--- config.mk ---
export PLATFORM = sky130hd
export DESIGN_NAME = emsp_fifo
export DESIGN_NICKNAME = d
export VERILOG_FILES = /design/src/hw/rtl/assert_macros.svh /design/src/hw/rtl/emsp_pkg.sv /design/src/hw/rtl/emsp_fifo.sv
export SDC_FILE = /design/constraint.sdc
export NUM_CORES = 1
export LEC_CHECK = 0
export ABC_CLOCK_PERIOD_IN_PS = 2600
export BUFFER_PORTS_ARGS = -buffer_cell sky130_fd_sc_hd__buf_2
export CAP_MARGIN = 20
export CORE_MARGIN = 2
export CORE_UTILIZATION = 40
export CTS_CLUSTER_DIAMETER = 200
export DETAILED_ROUTE_END_ITERATION = 6
export SETUP_SLACK_MARGIN = 0.4
export SYNTH_ARGS = -nofsm -noshare
export SYNTH_HDL_FRONTEND = slang
export SYNTH_SLANG_ARGS = --single-unit
export TNS_END_PERCENT = 20
--- constraint.sdc ---
create_clock -name clk -period 2.6 [get_ports clk]
set_clock_uncertainty 0.05 [all_clocks]
set_input_delay 0.26 -clock clk [delete_from_list [all_inputs] [get_ports clk]]
set_output_delay 0.26 -clock clk [all_outputs]
set_load 0.01 [all_outputs]
--- src/hw/rtl/assert_macros.svh ---
// Assertion helpers for the E - sin E block.
`ifndef ASSERT_MACROS_SVH
`define ASSERT_MACROS_SVH
`ifndef SYNTHESIS
`define EMSP_ASSERT_IMP(lbl, ante, cons) \
  lbl: assert property (@(posedge clk) disable iff (!rst_n) (ante) |-> (cons)) \
    else $error("emsp check failed");
`define EMSP_ASSERT_NXT(lbl, ante, cons) \
  lbl: assert property (@(posedge clk) disable iff (!rst_n) (ante) |=> (cons)) \
    else $error("emsp check failed");
`else
`define EMSP_ASSERT_IMP(lbl, ante, cons)
`define EMSP_ASSERT_NXT(lbl, ante, cons)
`endif
`endif

--- src/hw/rtl/emsp_pkg.sv ---
`default_nettype none
package emsp_pkg;

  localparam int W             = 64;
  localparam int FW            = 60;
  localparam int ANG_W         = 32;
  localparam int OUT_W         = 48;
  localparam int IN_FRAC_BITS  = 30;
  localparam int OUT_FRAC_BITS = 46;
  localparam int E_SH          = FW - IN_FRAC_BITS;
  localparam int OUT_SH        = FW - OUT_FRAC_BITS;
  localparam int E6_SH         = 68;
  localparam int NSIDE         = 5;
  localparam int NLANE         = 3;

  localparam logic [63:0] PI_Q62      = 64'hC90FDAA22168C234;
  localparam logic [ANG_W-1:0] ANG_MAX = ANG_W'(PI_Q62 >> (62 - IN_FRAC_BITS));
  localparam logic [W-1:0] SMALL_LIMIT = 64'd11529215046068469;
  localparam logic [W-1:0] MID_LIMIT   = 64'd230584300921369395;

  localparam int RCP_W    = 96;
  localparam int MUL_LAT  = 2;
  localparam int CDIV_LAT = 4;
  localparam int DIV_LAT  = W;
  localparam int BACK_LAT = 5 * MUL_LAT + CDIV_LAT + DIV_LAT + 4;

  localparam int FIFO_DEPTH = 2;
  localparam int PTR_W      = 1;
  localparam int CNT_W      = 2;

  // Reciprocals of the fixed divisors, 2^RCP_W / d rounded up. With this
  // scale the truncated product equals the exact quotient for every dividend
  // below 2^RCP_W / d.
  localparam logic [RCP_W-1:0] RCP_6        = RCP_W'(((128'd1 << RCP_W) + 128'd5) / 128'd6);
  localparam logic [RCP_W-1:0] RCP_15       = RCP_W'(((128'd1 << RCP_W) + 128'd14) / 128'd15);
  localparam logic [RCP_W-1:0] RCP_5040     =
    RCP_W'(((128'd1 << RCP_W) + 128'd5039) / 128'd5040);
  localparam logic [RCP_W-1:0] RCP_362880   =
    RCP_W'(((128'd1 << RCP_W) + 128'd362879) / 128'd362880);
  localparam logic [RCP_W-1:0] RCP_72       = RCP_W'(((128'd1 << RCP_W) + 128'd71) / 128'd72);
  localparam logic [RCP_W-1:0] RCP_17160    =
    RCP_W'(((128'd1 << RCP_W) + 128'd17159) / 128'd17160);
  localparam logic [RCP_W-1:0] RCP_57120    =
    RCP_W'(((128'd1 << RCP_W) + 128'd57119) / 128'd57120);
  localparam logic [RCP_W-1:0] RCP_39070080 =
    RCP_W'(((128'd1 << RCP_W) + 128'd39070079) / 128'd39070080);
  localparam logic [RCP_W-1:0] RCP_8910720  =
    RCP_W'(((128'd1 << RCP_W) + 128'd8910719) / 128'd8910720);
  localparam logic [RCP_W-1:0] RCP_19535040 =
    RCP_W'(((128'd1 << RCP_W) + 128'd19535039) / 128'd19535040);

  // Shift that turns the fold numerator into a Q.92-relative dividend.
  localparam int FSH_SMALL = 32;
  localparam int FSH_MID   = 36;
  localparam int FSH_WIDE  = 44;

  localparam logic [1:0] LANE_A = 2'd0;
  localparam logic [1:0] LANE_B = 2'd1;
  localparam logic [1:0] LANE_C = 2'd2;

  typedef enum logic [1:0] {
    RNG_SMALL = 2'd0,
    RNG_MID   = 2'd1,
    RNG_WIDE  = 2'd2
  } rng_t;

  typedef struct packed {
    rng_t             rng;
    logic [ANG_W-1:0] ang;
  } item_t;

  typedef struct packed {
    rng_t                    rng;
    logic [W-1:0]            e;
    logic [NSIDE-1:0][W-1:0] w;
  } side_t;

  typedef struct packed {
    logic         qbit;
    logic [W-1:0] rem;
  } step_t;

  typedef struct packed {
    logic [W-1:0]     k;
    logic [RCP_W-1:0] rcp;
    logic             minus;
  } fold_t;

  function automatic logic [W-1:0] sub0(input logic [W-1:0] a, input logic [W-1:0] b);
    return (a > b) ? a - b : '0;
  endfunction

  // One restoring division step: shift in one dividend bit, subtract if it fits.
  function automatic step_t div_step(input logic [W-1:0] rem, input logic nb,
                                     input logic [W-1:0] d);
    step_t      s;
    logic [W:0] t;
    t = {rem, nb};
    if (t >= {1'b0, d}) begin
      s.qbit = 1'b1;
      s.rem  = W'(t - {1'b0, d});
    end else begin
      s.qbit = 1'b0;
      s.rem  = t[W-1:0];
    end
    return s;
  endfunction

  // Outer constant, reciprocal of the inner divisor and sign of each nested fold.
  function automatic fold_t fold_const(input logic [1:0] lane, input rng_t rng);
    fold_t f;
    f.k     = 64'd1;
    f.rcp   = '0;
    f.minus = 1'b0;
    if (lane == LANE_A) begin
      if (rng == RNG_WIDE) begin
        f.k   = 64'd3603600;
        f.rcp = RCP_39070080;
      end
    end else if (lane == LANE_B) begin
      if (rng == RNG_SMALL) begin
        f.k   = 64'd42;
        f.rcp = RCP_72;
      end else if (rng == RNG_MID) begin
        f.k     = 64'd3024;
        f.rcp   = RCP_17160;
        f.minus = 1'b1;
      end else begin
        f.k   = 64'd332640;
        f.rcp = RCP_8910720;
      end
    end else begin
      if (rng == RNG_MID) begin
        f.k     = 64'd7920;
        f.rcp   = RCP_57120;
        f.minus = 1'b1;
      end else if (rng == RNG_WIDE) begin
        f.k   = 64'd1235520;
        f.rcp = RCP_19535040;
      end
    end
    return f;
  endfunction

endpackage
`default_nettype wire

--- src/hw/rtl/emsp_fifo.sv ---
`default_nettype none
module emsp_fifo import emsp_pkg::*; (
  input  wire logic  clk,
  input  wire logic  rst_n,
  input  wire logic  q_wvld,
  input  wire item_t q_wdata,
  output logic       q_full,
  output logic       q_rvld,
  output item_t      q_rdata,
  input  wire logic  q_pop
);

  item_t            mem_r [FIFO_DEPTH];
  logic [PTR_W-1:0] wp_r;
  logic [PTR_W-1:0] rp_r;
  logic [CNT_W-1:0] cnt_r;
  logic             push;
  logic             pop;

  assign q_full  = (cnt_r == CNT_W'(FIFO_DEPTH));
  assign q_rvld  = (cnt_r != '0);
  assign q_rdata = mem_r[rp_r];
  assign push    = q_wvld && !q_full;
  assign pop     = q_pop && q_rvld;

  always_ff @(posedge clk) begin
    if (!rst_n) begin
      wp_r  <= '0;
      rp_r  <= '0;
      cnt_r <= '0;
    end else begin
      if (push) begin
        wp_r <= wp_r + PTR_W'(1);
      end
      if (pop) begin
        rp_r <= rp_r + PTR_W'(1);
      end
      if (push && !pop) begin
        cnt_r <= cnt_r + CNT_W'(1);
      end else if (pop && !push) begin
        cnt_r <= cnt_r - CNT_W'(1);
      end
    end
  end

  always_ff @(posedge clk) begin
    if (push) begin
      mem_r[wp_r] <= q_wdata;
    end
  end

endmodule
`default_nettype wire

==> results_dict.tcl <==
set metrics [dict create \
    ctsHoldBuffers 0 \
    synth_mux_area_frac 0.142 \
    hold_depth 1 \
    worstSetupPathType "reg2reg" \
    ys_types 22 \
    multi_input_area_sq_um 519 \
    crit_required_ns 2.51 \
    fmax_ghz 0.562 \
    area_delta_synth_final_pct 24.1 \
    ctsResizeCount 0 \
    synth_top_family_by_area "multiplexers" \
    antenna_found_initial 0 \
    synthSimpleGateAreaFrac 0.0214 \
    netlist_top_cells_count "68 x edfxtp_1, 34 x mux2_2, 5 x dfxtp_1" \
    first_iter_violations 69 \
    cts_max_level 3 \
    firstDrtPassIters 4 \
    cp-start-kind "register" \
    syn_nets 170 \
    drive_above_1_share 0.584 \
    post-synth-top-count-cell "edfxtp_1" \
    reg2reg_to "mem_r[1][26]$_DFFE_PP_" \
    syn_inst 131 \
    min_path_type "in2reg" \
    drcViolationCount 0 \
    clockBufferDepth 2 \
    max_cap_viol_count 0 \
    r2r_slack_ns 0.82 \
    boundaryPins 74 \
    num_vias 1406 \
    worst_r2r_startpoint "cnt_r[0]$_SDFFE_PN0P_" \
    grt_max_degree 35 \
    yosys_warnings 0 \
    rsz0062_at_grt "false" \
    cts_tree "yes" \
    fp.dieH_um 86.0 \
    final_cells 296 \
    syn-cell-area_sq_um 2690 \
    worstHoldEndpoint "mem_r[0][11]$_DFFE_PP_" \
    core-area_sq_um 6420 \
    cts_setup_buffers 0 \
    synth.area.top_cells "edfxtp_1 76%, mux2_2 14%, dfxtp_1 3.7%, buf_4 0.84%, and2_1 0.70%" \
    setup_viol 0 \
    worstPathArrival_ns 1.69 \
    grt_pass1_vias 1534 \
    power_density_nw_per_um2 952 \
    place.gp.congestion 0.722 \
    seqCellArea_sq_um 2140 \
    synth_edf_count 68 \
    cts_made_buffers 9 \
    leakagePower_nw 1.27 \
    outcome "finished, final reports clean" \
    slew_headroom 0.481 \
    synth_adder_area_share 0.00465 \
    synth_top_cell_by_area "edfxtp_1" \
    track_usage 0.134 \
    yosysSeqAreaShare 0.797 \
    dp_hpwl_um 3360 \
    final_design_area_no_fill_sq_um 3340 \
    crit_start "cnt_r[0]$_SDFFE_PN0P_" \
    fillers 530 \
    synth_compound_area_frac 0.0121 \
    ir_drop_mv 0.463 \
    synth_top_cell_area_share 0.759 \
    period_minus_slack_ns 1.78 \
    hp-start "q_wdata[11]" \
    fp.dieW_um 86.0 \
    cp_max_fo 34 \
    port_buffers 73 \
    vias_per_cell 4.75 \
    ys_ff_latch 73 \
    synthArstFlopShare 0 \
    clk_pin_slew_ns 0.07 \
    synthXorXnorAreaFrac 0.00977 \
    antennaDiodeCount 0 \
    clk_latency_ns 0.33 \
    routedWlPerCell_um 15.8 \
    hold_violations 0 \
    reg2regPathDepth 2 \
    fin_crit_sh 0.684 \
    routed_wirelength_um 4670 \
    maxSlewViolCount 0 \
    drtAntennaViolNets 0 \
    critPathCaptureType "register" \
    worst_pin_slew_ns 0.779 \
    cts-root-buf "clkbuf_8" \
    rows 29 \
    cts.sinks 73 \
    die_area_sq_um 7390 \
    synth.avg_cell_area_sq_um 20.5 \
    tns_ns 0 \
    start_util 0.419 \
    dpl.cell_count 281 \
    num-nets-final 254 \
    grt_pass1_wl_um 7270 \
    ys.flop_type "edfxtp_1" \
    globalRoute.totalOverflow 0 \
    placed_area_sq_um 3160 \
]
## layer usage
metal	GRT usage	up-vias	share of wire
met2	0.235	39	0.54
li1	-	674	-
met4	0.0823	0	0.019
met5	0	-	0
met1	0.139	684	0.38
met3	0.0433	9	0.060
## state kept, by name (all words and copies together), names as in the netlist, named ones only
register  cells
mem_r        68
cnt_r         2
rp_r          1
wp_r          1
## cells in the final DEF, fill, tap and decap left out, drive strengths merged, types with 2 or more instances in the layout
| master | count |
|---|---|
| and2 | 3 |
| dfxtp | 5 |
| buf | 77 |
| o21ai | 2 |
| clkinv | 3 |
| inv | 2 |
| clkbuf | 11 |
| xnor2 | 2 |
| mux2 | 34 |
| edfxtp | 68 |
| a21boi | 2 |
## where the power goes
group	internal, W	switching, W
sequential	0.00148	0.0000537
combinational	0.000410	0.000437
clock	0.000433	0.000363
total	0.00232	0.000853
## critical path, cell delays in order (launching register included)
cell and delay [ns]:
dfxtp_1 0.42, nand2b_1 0.20, and3_2 0.72
## how the worst max path moves through the flow
stage / end / slack [ns] / cells after the start
final: mem_r[1][26]$_DFFE_PP_ / 0.82 / 2
after global routing: mem_r[1][1]$_DFFE_PP_ / 0.73 / 2
after CTS: mem_r[1][28]$_DFFE_PP_ / 0.78 / 2
after detailed placement: mem_r[1][28]$_DFFE_PP_ / 0.80 / 2
after global placement: mem_r[1][33]$_DFFE_PP_ / 0.89 / 2
after floorplan: mem_r[0][0]$_DFFE_PP_ / 0.69 / 3
## cell families after synthesis
logic type,Yosys count
DFF,73
muxes,34
and+or+nand+nor,9
buffers and inverters,6
AOI/OAI and AO/OA,5
xor gates and xnor gates,3
adders and majority gates,1
## final cells by class
| class | count | share of cell area |
|---|---|---|
| Timing Repair Buffer | 77 | 0.118 |
| Clock inverter | 4 | 0.0135 |
| Inverter | 2 | 0.00225 |
| Clock buffer | 11 | 0.0394 |
| Tap cell | 77 | 0.0289 |
| Multi-Input combinational cell | 52 | 0.156 |
| Sequential cell | 73 | 0.642 |
## through the flow
stage | utilization | hold WS, ns | worst slack, ns | total power, W
after floorplan | - | 0.309 | 0.688 | 0.00211
after global routing | 0.520 | 0.0441 | 0.730 | 0.00335
after global placement | 0.492 | 0.399 | 0.889 | 0.00239
after CTS | 0.520 | 0.0457 | 0.783 | 0.00323
final | 0.520 | 0.0617 | 0.822 | 0.00318
after detailed placement | 0.492 | 0.405 | 0.797 | 0.00243
(Power assumes the default switching activity.)
