File: src/hw/rtl/assert_macros.svh
// Assertion helpers for the E - sin E block.
`ifndef ASSERT_MACROS_SVH
`define ASSERT_MACROS_SVH
`ifndef SYNTHESIS
`define EMSP_ASSERT_IMP(lbl, ante, cons) \
  lbl: assert property (@(posedge clk) disable iff (!rst_n) (ante) |-> (cons)) \
    else $error("emsp check failed");
`define EMSP_ASSERT_NXT(lbl, ante, cons) \
  lbl: assert property (@(posedge clk) disable iff (!rst_n) (ante) |=> (cons)) \
    else $error("emsp check failed");
`else
`define EMSP_ASSERT_IMP(lbl, ante, cons)
`define EMSP_ASSERT_NXT(lbl, ante, cons)
`endif
`endif

File: src/hw/rtl/emsp_pkg.sv
`default_nettype none
package emsp_pkg;

  localparam int W             = 64;
  localparam int FW            = 60;
  localparam int ANG_W         = 32;
  localparam int OUT_W         = 48;
  localparam int IN_FRAC_BITS  = 30;
  localparam int OUT_FRAC_BITS = 46;
  localparam int E_SH          = FW - IN_FRAC_BITS;
  localparam int OUT_SH        = FW - OUT_FRAC_BITS;
  localparam int E6_SH         = 68;
  localparam int NSIDE         = 5;
  localparam int NLANE         = 3;

  localparam logic [63:0] PI_Q62      = 64'hC90FDAA22168C234;
  localparam logic [ANG_W-1:0] ANG_MAX = ANG_W'(PI_Q62 >> (62 - IN_FRAC_BITS));
  localparam logic [W-1:0] SMALL_LIMIT = 64'd11529215046068469;
  localparam logic [W-1:0] MID_LIMIT   = 64'd230584300921369395;

  localparam int RCP_W    = 96;
  localparam int MUL_LAT  = 2;
  localparam int CDIV_LAT = 4;
  localparam int DIV_LAT  = W;
  localparam int BACK_LAT = 5 * MUL_LAT + CDIV_LAT + DIV_LAT + 4;

  localparam int FIFO_DEPTH = 2;
  localparam int PTR_W      = 1;
  localparam int CNT_W      = 2;

  // Reciprocals of the fixed divisors, 2^RCP_W / d rounded up. With this
  // scale the truncated product equals the exact quotient for every dividend
  // below 2^RCP_W / d.
  localparam logic [RCP_W-1:0] RCP_6        = RCP_W'(((128'd1 << RCP_W) + 128'd5) / 128'd6);
  localparam logic [RCP_W-1:0] RCP_15       = RCP_W'(((128'd1 << RCP_W) + 128'd14) / 128'd15);
  localparam logic [RCP_W-1:0] RCP_5040     =
    RCP_W'(((128'd1 << RCP_W) + 128'd5039) / 128'd5040);
  localparam logic [RCP_W-1:0] RCP_362880   =
    RCP_W'(((128'd1 << RCP_W) + 128'd362879) / 128'd362880);
  localparam logic [RCP_W-1:0] RCP_72       = RCP_W'(((128'd1 << RCP_W) + 128'd71) / 128'd72);
  localparam logic [RCP_W-1:0] RCP_17160    =
    RCP_W'(((128'd1 << RCP_W) + 128'd17159) / 128'd17160);
  localparam logic [RCP_W-1:0] RCP_57120    =
    RCP_W'(((128'd1 << RCP_W) + 128'd57119) / 128'd57120);
  localparam logic [RCP_W-1:0] RCP_39070080 =
    RCP_W'(((128'd1 << RCP_W) + 128'd39070079) / 128'd39070080);
  localparam logic [RCP_W-1:0] RCP_8910720  =
    RCP_W'(((128'd1 << RCP_W) + 128'd8910719) / 128'd8910720);
  localparam logic [RCP_W-1:0] RCP_19535040 =
    RCP_W'(((128'd1 << RCP_W) + 128'd19535039) / 128'd19535040);

  // Shift that turns the fold numerator into a Q.92-relative dividend.
  localparam int FSH_SMALL = 32;
  localparam int FSH_MID   = 36;
  localparam int FSH_WIDE  = 44;

  localparam logic [1:0] LANE_A = 2'd0;
  localparam logic [1:0] LANE_B = 2'd1;
  localparam logic [1:0] LANE_C = 2'd2;

  typedef enum logic [1:0] {
    RNG_SMALL = 2'd0,
    RNG_MID   = 2'd1,
    RNG_WIDE  = 2'd2
  } rng_t;

  typedef struct packed {
    rng_t             rng;
    logic [ANG_W-1:0] ang;
  } item_t;

  typedef struct packed {
    rng_t                    rng;
    logic [W-1:0]            e;
    logic [NSIDE-1:0][W-1:0] w;
  } side_t;

  typedef struct packed {
    logic         qbit;
    logic [W-1:0] rem;
  } step_t;

  typedef struct packed {
    logic [W-1:0]     k;
    logic [RCP_W-1:0] rcp;
    logic             minus;
  } fold_t;

  function automatic logic [W-1:0] sub0(input logic [W-1:0] a, input logic [W-1:0] b);
    return (a > b) ? a - b : '0;
  endfunction

  // One restoring division step: shift in one dividend bit, subtract if it fits.
  function automatic step_t div_step(input logic [W-1:0] rem, input logic nb,
                                     input logic [W-1:0] d);
    step_t      s;
    logic [W:0] t;
    t = {rem, nb};
    if (t >= {1'b0, d}) begin
      s.qbit = 1'b1;
      s.rem  = W'(t - {1'b0, d});
    end else begin
      s.qbit = 1'b0;
      s.rem  = t[W-1:0];
    end
    return s;
  endfunction

  // Outer constant, reciprocal of the inner divisor and sign of each nested fold.
  function automatic fold_t fold_const(input logic [1:0] lane, input rng_t rng);
    fold_t f;
    f.k     = 64'd1;
    f.rcp   = '0;
    f.minus = 1'b0;
    if (lane == LANE_A) begin
      if (rng == RNG_WIDE) begin
        f.k   = 64'd3603600;
        f.rcp = RCP_39070080;
      end
    end else if (lane == LANE_B) begin
      if (rng == RNG_SMALL) begin
        f.k   = 64'd42;
        f.rcp = RCP_72;
      end else if (rng == RNG_MID) begin
        f.k     = 64'd3024;
        f.rcp   = RCP_17160;
        f.minus = 1'b1;
      end else begin
        f.k   = 64'd332640;
        f.rcp = RCP_8910720;
      end
    end else begin
      if (rng == RNG_MID) begin
        f.k     = 64'd7920;
        f.rcp   = RCP_57120;
        f.minus = 1'b1;
      end else if (rng == RNG_WIDE) begin
        f.k   = 64'd1235520;
        f.rcp = RCP_19535040;
      end
    end
    return f;
  endfunction

endpackage
`default_nettype wire

File: src/hw/rtl/emsp_front.sv
`default_nettype none
module emsp_front import emsp_pkg::*; (
  input  wire logic             clk,
  input  wire logic             rst_n,
  input  wire logic             in_valid,
  output logic                  in_ready,
  input  wire logic [ANG_W-1:0] in_angle,
  output logic                  q_wvld,
  output item_t                 q_wdata,
  input  wire logic             q_full
);

  logic             f_vld_r;
  item_t            f_item_r;
  item_t            f_item_nxt;
  logic             push;
  logic [ANG_W-1:0] ang_c;
  logic [W-1:0]     e_c;

  assign push     = f_vld_r && !q_full;
  assign in_ready = !f_vld_r || push;
  assign q_wvld   = f_vld_r;
  assign q_wdata  = f_item_r;

  always_comb begin
    ang_c = (in_angle > ANG_MAX) ? ANG_MAX : in_angle;
    e_c   = W'(ang_c) << E_SH;
    f_item_nxt.ang = ang_c;
    if (e_c <= SMALL_LIMIT) begin
      f_item_nxt.rng = RNG_SMALL;
    end else if (e_c <= MID_LIMIT) begin
      f_item_nxt.rng = RNG_MID;
    end else begin
      f_item_nxt.rng = RNG_WIDE;
    end
  end

  always_ff @(posedge clk) begin
    if (!rst_n) begin
      f_vld_r <= 1'b0;
    end else if (in_valid && in_ready) begin
      f_vld_r <= 1'b1;
    end else if (push) begin
      f_vld_r <= 1'b0;
    end
  end

  always_ff @(posedge clk) begin
    if (in_valid && in_ready) begin
      f_item_r <= f_item_nxt;
    end
  end

endmodule
`default_nettype wire

File: config.mk
export PLATFORM = sky130hd
export DESIGN_NAME = emsp_front
export DESIGN_NICKNAME = d
export VERILOG_FILES = /design/src/hw/rtl/assert_macros.svh /design/src/hw/rtl/emsp_pkg.sv /design/src/hw/rtl/emsp_front.sv
export SDC_FILE = /design/constraint.sdc
export NUM_CORES = 1
export LEC_CHECK = 0
export ABC_AREA = 1
export BUFFER_PORTS_ARGS = -buffer_cell sky130_fd_sc_hd__buf_2
export CELL_PAD_IN_SITES_DETAIL_PLACEMENT = 0
export CELL_PAD_IN_SITES_GLOBAL_PLACEMENT = 1
export CORE_UTILIZATION = 35
export DETAILED_ROUTE_END_ITERATION = 12
export GPL_TIMING_DRIVEN = 0
export PLACE_DENSITY = 0.87
export SKIP_CTS_REPAIR_TIMING = 1
export SLEW_MARGIN = 20
export SYNTH_ARGS = -nofsm -noshare
export SYNTH_HDL_FRONTEND = slang
export SYNTH_SLANG_ARGS = --single-unit
File: constraint.sdc
create_clock -name clk -period 3.15 [get_ports clk]
set_input_delay 0.63 -clock clk [delete_from_list [all_inputs] [get_ports clk]]
set_output_delay 0.63 -clock clk [all_outputs]
set_load 0.05 [all_outputs]
==> impl_table.tex <==
\begin{tabular}{lr}
\hline
Metric & Value \\
\hline
\multicolumn{2}{l}{\textbf{Outcome}} \\
\quad Outcome & completed \\
\multicolumn{2}{l}{\textbf{Worst hold path}} \\
\quad Class of the worst hold path & reg -> reg \\
\multicolumn{2}{l}{\textbf{Pwr}} \\
\quad Internal power contribution & 0.771 mW \\
\quad Clk pwr share & 27.5\% \\
\quad Switching power summed over all nets & 0.359 mW \\
\quad Proportion of power drawn by flip-flops and latches & 49.1\% \\
\quad Power density over the cells & 473 nW/um\^{}2 \\
\quad Leakage power summed over all cells & 1.11 nW \\
\quad Maximum ir drop on the vdd rail & 0.155 mV \\
\quad Portion of total power attributed to combinational logic & 23.4\% \\
\quad Switching Fraction & 31.8\% \\
\multicolumn{2}{l}{\textbf{Placed design}} \\
\quad Total half-perimeter wirelength after legalization and detailed placement & 3320 um \\
\quad Cell area reported after detailed placement & 2310 um\^{}2 \\
\quad Gp weighted congestion & 0.849 \\
\quad Number of buffers inserted by port buffering & 71 \\
\multicolumn{2}{l}{\textbf{Timing}} \\
\quad Slew at the pin closest to its max-slew limit & 0.600 ns \\
\quad Final Hold Slack & 0.532 ns \\
\quad Setup-failing EPs final & 0 \\
\quad Count of pins over their slew limit & 0 \\
\quad Normalized max-slew margin & 59.9\% \\
\quad Peak Freq & 447 MHz \\
\quad Share of the clock period used by the worst path & 71.0\% \\
\quad Minimum clock period & 2.24 ns \\
\quad Skew final & 0.00663 ns \\
\quad Final hold vios & 0 \\
\quad Sum Neg Setup Slack & 0 ns \\
\quad Setup repair after global routing missed its margin & false \\
\multicolumn{2}{l}{\textbf{Synthesis}} \\
\quad Adder and majority gate portion of the synthesized area & 0\% \\
\quad Warnings from Yosys & 0 \\
\quad Top post-synthesis cells by count & 46 x nand2\_1, 37 x inv\_1, 34 x edfxtp\_1 \\
\quad Share of synthesized cell area in and, or, nand and nor gates & 29.5\% \\
\quad Number of distinct library cell variants in the gate-level netlist after synthesis & 26 \\
\quad Largest area contributor in the netlist & edfxtp\_1 \\
\quad Net count after synthesis & 245 \\
\quad Most frequently used cell type in the post-synthesis netlist & nand2\_1 \\
\quad Synth top area cells & edfxtp\_1 56\%, nand2\_1 9.4\%, inv\_1 7.6\%, nor2\_1 6.4\%, nand3\_1 3.3\% \\
\quad Share of the synthesized area in the top cell type & 55.7\% \\
\quad Number of synthesized flops with an enable pin & 34 \\
\quad Count of mapped cells out of synthesis & 209 \\
\quad Main combinational cell family by area after synthesis & simple AND/OR/NAND/NOR gates \\
\quad Most common flop cell mapped by yosys & edfxtp\_1 \\
\quad Synth Area in XOR/XNOR & 0\% \\
\quad Mapped cell area & 1830 um\^{}2 \\
\quad Flop and latch count out of synthesis & 35 \\
\quad Synthesized-area fraction occupied by ao, oa, aoi and oai cells & 4.03\% \\
\quad Fraction of synthesis flops using an asynchronous set or reset pin & 0\% \\
\quad Proportion of synthesized chip area in sequential cells & 56.8\% \\
\quad Mux contribution to synthesized area & 0\% \\
\quad Syn avg cell area & 8.76 um\^{}2 \\
\multicolumn{2}{l}{\textbf{Clock tree}} \\
\quad Cts bufs inserted & 5 \\
\quad CTS tree & done \\
\quad Total number of H-tree levels & 2 \\
\quad CTS sink cnt & 35 \\
\quad Insertion delay to the later sink of the worst-skew pair & 0.29 ns \\
\quad Max Root-Sink Buffers & 2 \\
\quad Master cell of the clock root buffer & clkbuf\_8 \\
\quad Clock-pin slew of the registers on the worst-case setup and hold paths & 0.07 ns \\
\multicolumn{2}{l}{\textbf{Floorplanning}} \\
\quad Die ar. & 5530 um\^{}2 \\
\quad Initial standard-cell utilization of the core & 37.5\% \\
\quad Core area & 4880 um\^{}2 \\
\quad Number of placement rows & 25 \\
\quad Die X & 74.3 um \\
\quad Count of boundary I/O pins & 72 \\
\quad Die Y-Extent & 74.3 um \\
\multicolumn{2}{l}{\textbf{Worst setup path}} \\
\quad Crit. End Element & register \\
\quad Required time at the worst-slack endpoint & 3.20 ns \\
\quad CP Data Arrival Time & 2.29 ns \\
\quad Slowest cell on the critical path & or2\_1 \\
\quad Kind of critical path & in -> reg \\
\quad Startpoint kind of the worst setup timing path & input port \\
\quad Critical-path maximum fanout & 10 \\
\quad Cell breakdown of the critical path & buf\_2 > nor2\_1 > nand2\_1 > or2\_1 > nor2\_2 > nand3\_1 > nand2\_4 > buf\_6 > nand2\_2 > nor2\_4 > nand3\_1 > nor3\_2 > nand2\_1 > nand2\_2 > nor2\_2 \\
\quad Largest stage delay on the critical path & 0.24 ns \\
\multicolumn{2}{l}{\textbf{Finish}} \\
\quad Antenna cells & 0 \\
\quad Fraction of final layout cells sized beyond drive strength 1 & 34.3\% \\
\quad Fin nets & 324 \\
\quad Layout Cell Area excl Fill & 2390 um\^{}2 \\
\quad Layout Area Growth over Synthesis & 30.5\% \\
\multicolumn{2}{l}{\textbf{Route}} \\
\quad Per-cell routed wire length & 11.9 um \\
\quad 1st-iter DRT viols & 71 \\
\quad Number of vias after detailed routing & 1597 \\
\quad Detailed-route DRC error count & 0 \\
\quad Post-detailed-route count of antenna-violating nets & 0 \\
\quad Via-to-Cell Ratio & 4.49 \\
\quad Count of TritonRoute iterations in the first routing pass & 4 \\
\quad Overall routed net length & 4230 um \\
\multicolumn{2}{l}{\textbf{Global route}} \\
\quad Initial antenna violation count & 0 \\
\quad Overall fraction of global-route tracks in use & 16.6\% \\
\quad First-pass GRT wire length & 6780 um \\
\quad Overall overflow remaining after global route & 0 \\
\quad Largest net degree at the start of global routing & 21 \\
\quad Via count of the first global-routing pass & 1485 \\
\multicolumn{2}{l}{\textbf{Flow run}} \\
\quad Max Cap Violations & 0 \\
\hline
\end{tabular}
==> cell type report <==
class / count / area [um^2]
plain buffers: 5 / 30.0
clock buffers: 7 / 76.3
clock inverters: 1 / 5.00
fillers: 512 / 2490
inverters: 39 / 146
multi-input cells: 130 / 626
flip-flops and latches: 35 / 1040
well taps: 67 / 83.8
repair buffers: 72 / 383
==> layer usage <==
metal,vias up,GRT usage [%],part of all wire [%]
li1,834,-,-
met1,711,21.4,47
met2,44,26.9,47
met3,8,4.20,4.3
met4,0,6.71,1.9
met5,-,0,0
==> power groups by stage <==
stage | Sequential [mW] | Clock (mW) | Combinational, mW
detailed placement | 0.565 | 0 | 0.266
global route | 0.558 | 0.338 | 0.286
finish | 0.555 | 0.311 | 0.265
CTS | 0.556 | 0.319 | 0.267
floorplan | 0.672 | 0 | 0.0766
global placement | 0.567 | 0 | 0.256
==> critical path: cells and delay by family <==
| kind | cells | cell delay, ns |
|---|---|---|
| buffers and inverters | 2 | 0.28 |
| and+or+nand+nor | 13 | 1.37 |
==> kinds of logic after synthesis <==
logic type | Yosys count
and+or+nand+nor | 117
buffers and inverters | 44
DFF | 35
AOI/OAI and AO/OA | 13
==> flip-flops by register name, indices dropped and copies added, names as in the netlist <==
register	cells
q_wdata	34
q_wvld	1
==> stage by stage <==
| stage | worst slack, ns | utilization [%] | std cells | total power, mW |
|---|---|---|---|---|
| 2_1_floorplan | 0.371 | - | 209 | 0.749 |
| 3_3_place_gp | -0.304 | 46.5 | 347 | 0.823 |
| 3_5_place_dp | 0.595 | 47.3 | 348 | 0.831 |
| 4_1_cts | 0.905 | 49.0 | 356 | 1.14 |
| 5_1_grt | 0.645 | 49.0 | 356 | 1.18 |
| 6_report | 0.914 | 49.0 | 356 | 1.13 |
==> path summary, 6_finish.rpt <==
path	start	to	slack [ns]	cells after the start
worst min register to register	q_wvld$_SDFFE_PN0P_	q_wvld$_SDFFE_PN0P_	0.53	2
worst min-delay path	q_wvld$_SDFFE_PN0P_	q_wvld$_SDFFE_PN0P_	0.53	2
worst max register to register	q_wvld$_SDFFE_PN0P_	q_wdata[23]$_DFFE_PP_	1.78	2
worst max-delay path	in_angle[20]	q_wdata[32]$_SDFFCE_PN0P_	0.91	15
==> cell usage in the layout (no fill, tap or decap), types with 2 or more instances in the layout <==
cell	synthesis	final
buf_2	0	71
nand2_1	46	46
inv_1	37	37
edfxtp_1	34	34
nor2_1	31	31
nand3_1	12	12
nand2_2	7	7
nand4_1	6	6
clkbuf_1	3	5
clkbuf_8	0	5
a21oi_1	5	4
nor3_1	4	4
nor3_2	3	3
o21ai_0	3	3
nor2_2	2	2
inv_2	2	2
or2_2	2	2
o21ai_1	2	2
Power figures use the tool's default switching activity.
